### config.mk
export PLATFORM = sky130hd
export DESIGN_NAME = cfc_blend
export DESIGN_NICKNAME = d
export VERILOG_FILES = /design/src/hdl/cfc_pkg.sv /design/src/hdl/cfc_blend.sv
export SDC_FILE = /design/constraint.sdc
export NUM_CORES = 1
export LEC_CHECK = 0
export ABC_CLOCK_PERIOD_IN_PS = 10750
export BUFFER_PORTS_ARGS = -buffer_cell sky130_fd_sc_hd__buf_2
export CAP_MARGIN = 20
export CORE_MARGIN = 2
export CORE_UTILIZATION = 50
export DETAILED_ROUTE_END_ITERATION = 7
export PLACE_DENSITY = 0.71
export SLEW_MARGIN = 30
export SYNTH_ARGS = -nofsm -noshare
export SYNTH_HDL_FRONTEND = slang
export SYNTH_SLANG_ARGS = --single-unit
### constraint.sdc
create_clock -name vclk -period 10.75
set_clock_uncertainty 0.1 [all_clocks]
set_input_delay 2.15 -clock vclk [all_inputs]
set_output_delay 2.15 -clock vclk [all_outputs]
set_load 0.02 [all_outputs]
### src/hdl/cfc_pkg.sv
// package for the clipped framebuffer compositor: action and register codes,
// field widths, reset values and the blend control struct; no dependencies
`default_nettype none

package cfc_pkg;

   localparam int unsigned PIXEL_W      = 32;
   localparam int unsigned CHAN_W       = 8;
   localparam int unsigned COVERAGE_W   = 8;
   localparam int unsigned READ_COL_W   = 10;
   localparam int unsigned READ_ROW_W   = 5;
   localparam int unsigned COUNT_W      = 16;
   localparam int unsigned CSR_INDEX_W  = 3;
   localparam int unsigned CSR_DATA_W   = 32;

   localparam int unsigned BUF_WIDTH_W  = 11;
   localparam int unsigned BUF_HEIGHT_W = 6;
   localparam int unsigned LEFT_W       = 12;
   localparam int unsigned TOP_W        = 9;
   localparam int unsigned RWIDTH_W     = 11;
   localparam int unsigned RHEIGHT_W    = 8;

   // effective buffer size and signed coordinate widths
   localparam int unsigned BW_W = 13;
   localparam int unsigned BH_W = 9;
   localparam int unsigned XW   = 14;
   localparam int unsigned YW   = 10;

   localparam logic [BUF_WIDTH_W-1:0]  RST_BUFFER_WIDTH  = 11'd1024;
   localparam logic [BUF_HEIGHT_W-1:0] RST_BUFFER_HEIGHT = 6'd32;

   localparam logic [CHAN_W-1:0] CHAN_MAX = 8'hFF;

   typedef enum logic [1:0] {
      ACT_COVERAGE = 2'd0,
      ACT_SOURCE   = 2'd1,
      ACT_FILL     = 2'd2,
      ACT_READ     = 2'd3
   } action_type;

   typedef enum logic [CSR_INDEX_W-1:0] {
      CSR_BUFFER_WIDTH  = 3'd0,
      CSR_BUFFER_HEIGHT = 3'd1,
      CSR_RECT_LEFT     = 3'd2,
      CSR_RECT_TOP      = 3'd3,
      CSR_RECT_WIDTH    = 3'd4,
      CSR_RECT_HEIGHT   = 3'd5,
      CSR_DRAW_COLOR    = 3'd6
   } csr_index_type;

   typedef struct packed {
      logic [CHAN_W-1:0] weight;
      logic              source_mode;
      logic              copy;
   } blend_ctl_type;

endpackage

`default_nettype wire

### src/hdl/cfc_blend.sv
// per-channel lerp of a stored pixel toward a source color, floor rounding
// depends on cfc_pkg for the blend control struct and widths
`default_nettype none

module cfc_blend (
   input  wire logic [cfc_pkg::PIXEL_W-1:0] dst_pixel,
   input  wire logic [cfc_pkg::PIXEL_W-1:0] src_pixel,
   input  wire cfc_pkg::blend_ctl_type      ctl,
   output logic [cfc_pkg::PIXEL_W-1:0]      blend_pixel
);

   // floor(d + (s - d) * w / 256), kept modulo 256
   function automatic logic [cfc_pkg::CHAN_W-1:0] lerp8(
      input logic [cfc_pkg::CHAN_W-1:0] d,
      input logic [cfc_pkg::CHAN_W-1:0] s,
      input logic [cfc_pkg::CHAN_W-1:0] w
   );
      logic signed [cfc_pkg::CHAN_W:0]     diff;
      logic signed [2*cfc_pkg::CHAN_W+1:0] prod;
      diff = $signed({1'b0, s}) - $signed({1'b0, d});
      prod = (2*cfc_pkg::CHAN_W+2)'(diff) * (2*cfc_pkg::CHAN_W+2)'($signed({1'b0, w}));
      return d + prod[cfc_pkg::CHAN_W +: cfc_pkg::CHAN_W];
   endfunction

   logic [cfc_pkg::CHAN_W-1:0] out_a, out_r, out_g, out_b;

   always_comb begin
      out_a = lerp8(dst_pixel[31:24], src_pixel[31:24], ctl.weight);
      out_r = lerp8(dst_pixel[23:16], src_pixel[23:16], ctl.weight);
      out_g = lerp8(dst_pixel[15:8],  src_pixel[15:8],  ctl.weight);
      out_b = lerp8(dst_pixel[7:0],   src_pixel[7:0],   ctl.weight);
      if (ctl.source_mode) begin
         if (ctl.copy) begin
            blend_pixel = {cfc_pkg::CHAN_MAX, src_pixel[23:0]};
         end else begin
            blend_pixel = {cfc_pkg::CHAN_MAX, out_r, out_g, out_b};
         end
      end else begin
         blend_pixel = {out_a, out_r, out_g, out_b};
      end
   end

endmodule

`default_nettype wire

==> flow_summary.json, run 1 <==
{
  "worstPathArrival_ns": 9.07,
  "die_w_um": 163,
  "routedWlPerCell_um": 14.4,
  "synth_area_per_cell_um2": 8.24,
  "netlist_instances": 1533,
  "hold_viol": 0,
  "drc": 0,
  "synth_area_leader_cell": "fa_1",
  "worstSetupStartpointType": "input port",
  "hold_class": "in -> out",
  "cp_max_fo": 4,
  "synth_seq_area_share": 0,
  "synthTopCellsByArea": "fa_1 36%, ha_1 17%, inv_1 11%",
  "tightest_slew_ns": 0.892,
  "cap_violations": 0,
  "period_needed_ns": 11.32,
  "grt_max_degree": 39,
  "core_area_um2": 25000,
  "status": "complete, but fails checks",
  "antenna_found_initial": 0,
  "io_buffers": 106,
  "setup_ws_ns": -0.571,
  "routed_wl_um": 31600,
  "regArea_um2": 0,
  "rsz0062_at_grt": "yes",
  "multi_input_area_um2": 12200,
  "grt_pass1_vias": 11900,
  "yosysTopAreaCellShare": 0.355,
  "viasPerCell": 5.00,
  "die_area_um2": 26500,
  "fill_cells": 1990,
  "die_height_um": 163,
  "drt.antenna.violating_nets": 0,
  "failed_checks": "negative setup slack",
  "fin_nets": 2340,
  "grt_pass1_wl_um": 52000,
  "design.seq.count": 0,
  "gr-usage-all-layers": 0.235,
  "setup_viol": 10,
  "cpMostUsedCell": "fa_1",
  "drt-pass1-iter-count": 4,
  "worstSetupPathType": "in -> out",
  "grt_overflow": 0,
  "clockBufferCount": 0,
  "crit_path_top_delay_cell": "fa_1",
  "hpwl_um": 24800,
  "slew_viol_final": 0,
  "fin_crit_sh": 1.05,
  "syn_area_um2": 12600,
  "drt_iter0_drc": 326,
  "num_io_pins": 106,
  "gp_congestion": 0.872,
  "worstSetupEndpointType": "output port",
  "whs_ns": 4.54,
  "slew_headroom": 0.404,
  "synth_fp_nets": 2003,
  "ys_warn_count": 0,
  "drive_gt1_frac": 0.314,
  "fp-row-count": 58,
  "vias": 11000,
  "syn_to_final_growth_pct": 33.4,
  "fmax_mhz": 88.3,
  "n_antenna_cell": 0,
  "cp.required_ns": 8.50,
  "start_util": 0.506,
  "yosysUniqueCellTypes": 56,
  "crit_path_max_incr_delay_ns": 0.51
}
[through the flow]
step           setup TNS [ns]  std cells  utilization  setup slack (ns)  cell area [um2]
4_1_cts                 -2.03       2188        0.648            -0.590            16200
2_1_floorplan          -0.555       1533            -            -0.228            12900
3_5_place_dp            -4.94       2154        0.618            -0.702            15400
5_1_grt                 -6.63       2198        0.675            -0.974            16900
6_report                -2.39       2198        0.675            -0.571            16900
3_3_place_gp            -3.42       2154        0.618            -0.544            15400
[critical path: cells and delay by family]
kind            cells  cell delay (ns)
buf+inv             7             0.59
xor+xnor            3             0.58
compound gates     10             1.88
fa+ha+maj           7             2.72
mux                 1             0.29
simple gates        8             0.84
[area by class of cell]
type / count / share of cell area
inverter: 357 / 0.0829
tap: 330 / 0.0245
timing repair buffer: 377 / 0.168
multi-input combinational: 1134 / 0.725
[path summary, 6_finish.rpt]
kind | startpoint | endpoint | slack (ns) | cells after the start
worst min-delay path | src_pixel[13] | blend_pixel[13] | 4.54 | 4
worst max-delay path | dst_pixel[17] | blend_pixel[23] | -0.57 | 36
[kinds of logic after synthesis]
group / Yosys count / share of synthesized area
xor gates and xnor gates: 95 / 0.0670
and+or+nand+nor: 468 / 0.188
AOI/OAI and AO/OA: 143 / 0.0732
buffers and inverters: 399 / 0.119
muxes: 32 / 0.0274
adders and majority gates: 396 / 0.526
[metal layers]
metal	wire, um	share of wire	up-vias	GRT usage
li1	-	-	5313	-
met1	13000	0.41	5424	0.282
met2	17000	0.54	178	0.450
met3	649	0.021	75	0.00993
met4	903	0.029	0	0.0756
met5	0	0	-	0
[cells in the final DEF, fill, tap and decap left out, types with 7 or more instances in the layout]
cell type / instances
inv_1: 333
buf_4: 257
fa_1: 215
nand2_1: 155
ha_1: 145
and2_1: 82
buf_2: 81
nand2b_1: 67
xnor2_1: 56
nor2_1: 51
nor2b_1: 36
buf_6: 32
a21oi_1: 28
ha_4: 20
inv_2: 19
a21o_1: 18
xor2_1: 17
a21oi_2: 15
xnor2_2: 14
o21ai_1: 13
nor2_2: 12
mux2_4: 12
o21ai_0: 11
mux2i_1: 11
o21a_1: 10
o21ai_2: 9
mux2_2: 9
fa_2: 9
ha_2: 7
[cell usage after synthesis (23+ instances only)]
library cell and number:
xnor2_1 71, clkbuf_1 35, a21oi_1 45, ha_1 172
and2_1 83, nand2b_1 68, xor2_1 23, nand2_1 166
nor2b_1 46, nor2_1 67, inv_1 357, fa_1 224
o21ai_0 33
[repair_timing]
action	in CTS	in global routing
buffers inserted	36	21
hold endpoints to repair	0	0
endpoints found under the setup margin	16	18
pin swaps	98	98
gates resized for setup	111	153
hold buffers	0	0
cloned	0	0
Power of run 1 is not shown: default switching activity piles up to over one toggle a cycle in this logic, so the estimate is an artifact.
==> inputs of run 2 (changes only) <==
Settings changed: MAX_ROUTING_LAYER from default to met4.
==> flow_summary.json, run 2 (synthesis results as in run 1) <==
{
  "worstSetupStartpointType": "input port",
  "fin_util": 0.675,
  "drt.antenna.violating_nets": 0,
  "worstSetupPathType": "in -> out",
  "fin_crit_sh": 1.05,
  "hold_viol": 0,
  "crit_path_max_incr_delay_ns": 0.52,
  "status": "complete, but fails checks",
  "clockBufferCount": 0,
  "slew_viol_final": 0,
  "gr-usage-all-layers": 0.242,
  "grt_max_degree": 39,
  "gp_congestion": 0.886,
  "fin_nets": 2340,
  "cpMostUsedCell": "fa_1",
  "start_util": 0.506,
  "n_antenna_cell": 0,
  "cap_violations": 0,
  "design.seq.count": 0,
  "drt_iter0_drc": 315,
  "crit_path_top_delay_cell": "fa_1",
  "period_needed_ns": 11.33,
  "hpwl_um": 24800,
  "drc": 0,
  "routed_wl_um": 31500,
  "regArea_um2": 0,
  "core_area_um2": 25000,
  "grt_pass1_vias": 11900,
  "fp-row-count": 58,
  "cp.required_ns": 8.50,
  "routedWlPerCell_um": 14.3,
  "cp_max_fo": 4,
  "rsz0062_at_grt": "yes",
  "vias": 11000,
  "grt_pass1_wl_um": 52000,
  "tightest_slew_ns": 0.886,
  "setup_viol": 10,
  "setup_ws_ns": -0.578,
  "die_height_um": 163,
  "drt-pass1-iter-count": 5,
  "cts_hold_buf": 0,
  "hold_class": "in -> out",
  "grt_overflow": 0,
  "die_w_um": 163,
  "num_io_pins": 106,
  "drive_gt1_frac": 0.314,
  "worstSetupEndpointType": "output port",
  "viasPerCell": 5.00,
  "layout_commonest_cell": "inv_1",
  "antenna_found_initial": 0,
  "syn_to_final_growth_pct": 33.4,
  "failed_checks": "negative setup slack",
  "slew_headroom": 0.408,
  "layout_common_cells": "333 x inv_1, 257 x buf_4, 215 x fa_1",
  "worstPathArrival_ns": 9.08,
  "io_buffers": 106,
  "die_area_um2": 26500,
  "fmax_mhz": 88.3
}
[run 2: critical path, delay by kind of cell]
kind / cells / cell delay [ns]
adder cells (fa/ha/maj): 7 / 2.77
AO/OA/AOI/OAI: 11 / 2.07
AND/OR/NAND/NOR: 7 / 0.66
XOR/XNOR: 4 / 0.61
buffers and inverters: 6 / 0.48
multiplexers: 1 / 0.33
[run 2: cell type report]
class                      count  area [um2]
fill                        1990        8110
tap                          330         413
multi-input combinational   1134       12200
inverter                     357        1400
timing repair buffer         377        2830
[run 2: what timing repair did]
item	in CTS	in global routing
resized for setup	111	153
endpoints found under the hold margin	0	0
pin swaps	98	98
setup endpoints to repair	16	18
cloned	0	0
buffers inserted	36	21
[run 2: worst paths after layout]
check,depth (start not counted),endpoint,start
hold / removal,4,blend_pixel[13],src_pixel[13]
setup / recovery,36,blend_pixel[15],dst_pixel[9]
[run 2: per-stage QoR]
step / std cells / setup slack [ns] / area, um2 / hold WS, ns / TNS, ns
detailed placement: 2154 / -0.702 / 15400 / 4.55 / -4.94
floorplan: 1533 / -0.228 / 12900 / 4.38 / -0.555
finish: 2198 / -0.578 / 16900 / 4.54 / -2.39
global route: 2198 / -0.974 / 16900 / 4.58 / -6.62
global placement: 2154 / -0.544 / 15400 / 4.54 / -3.42
CTS: 2188 / -0.590 / 16200 / 4.55 / -2.03
[run 2: routing by layer]
metal | routed length [um] | vias up | GRT usage
li1 | - | 5311 | -
met1 | 13000 | 5414 | 0.282
met2 | 16800 | 187 | 0.450
met3 | 663 | 85 | 0.00891
met4 | 986 | 0 | 0.0756
met5 | 0 | - | -
Power of run 2 is left out for the same reason.
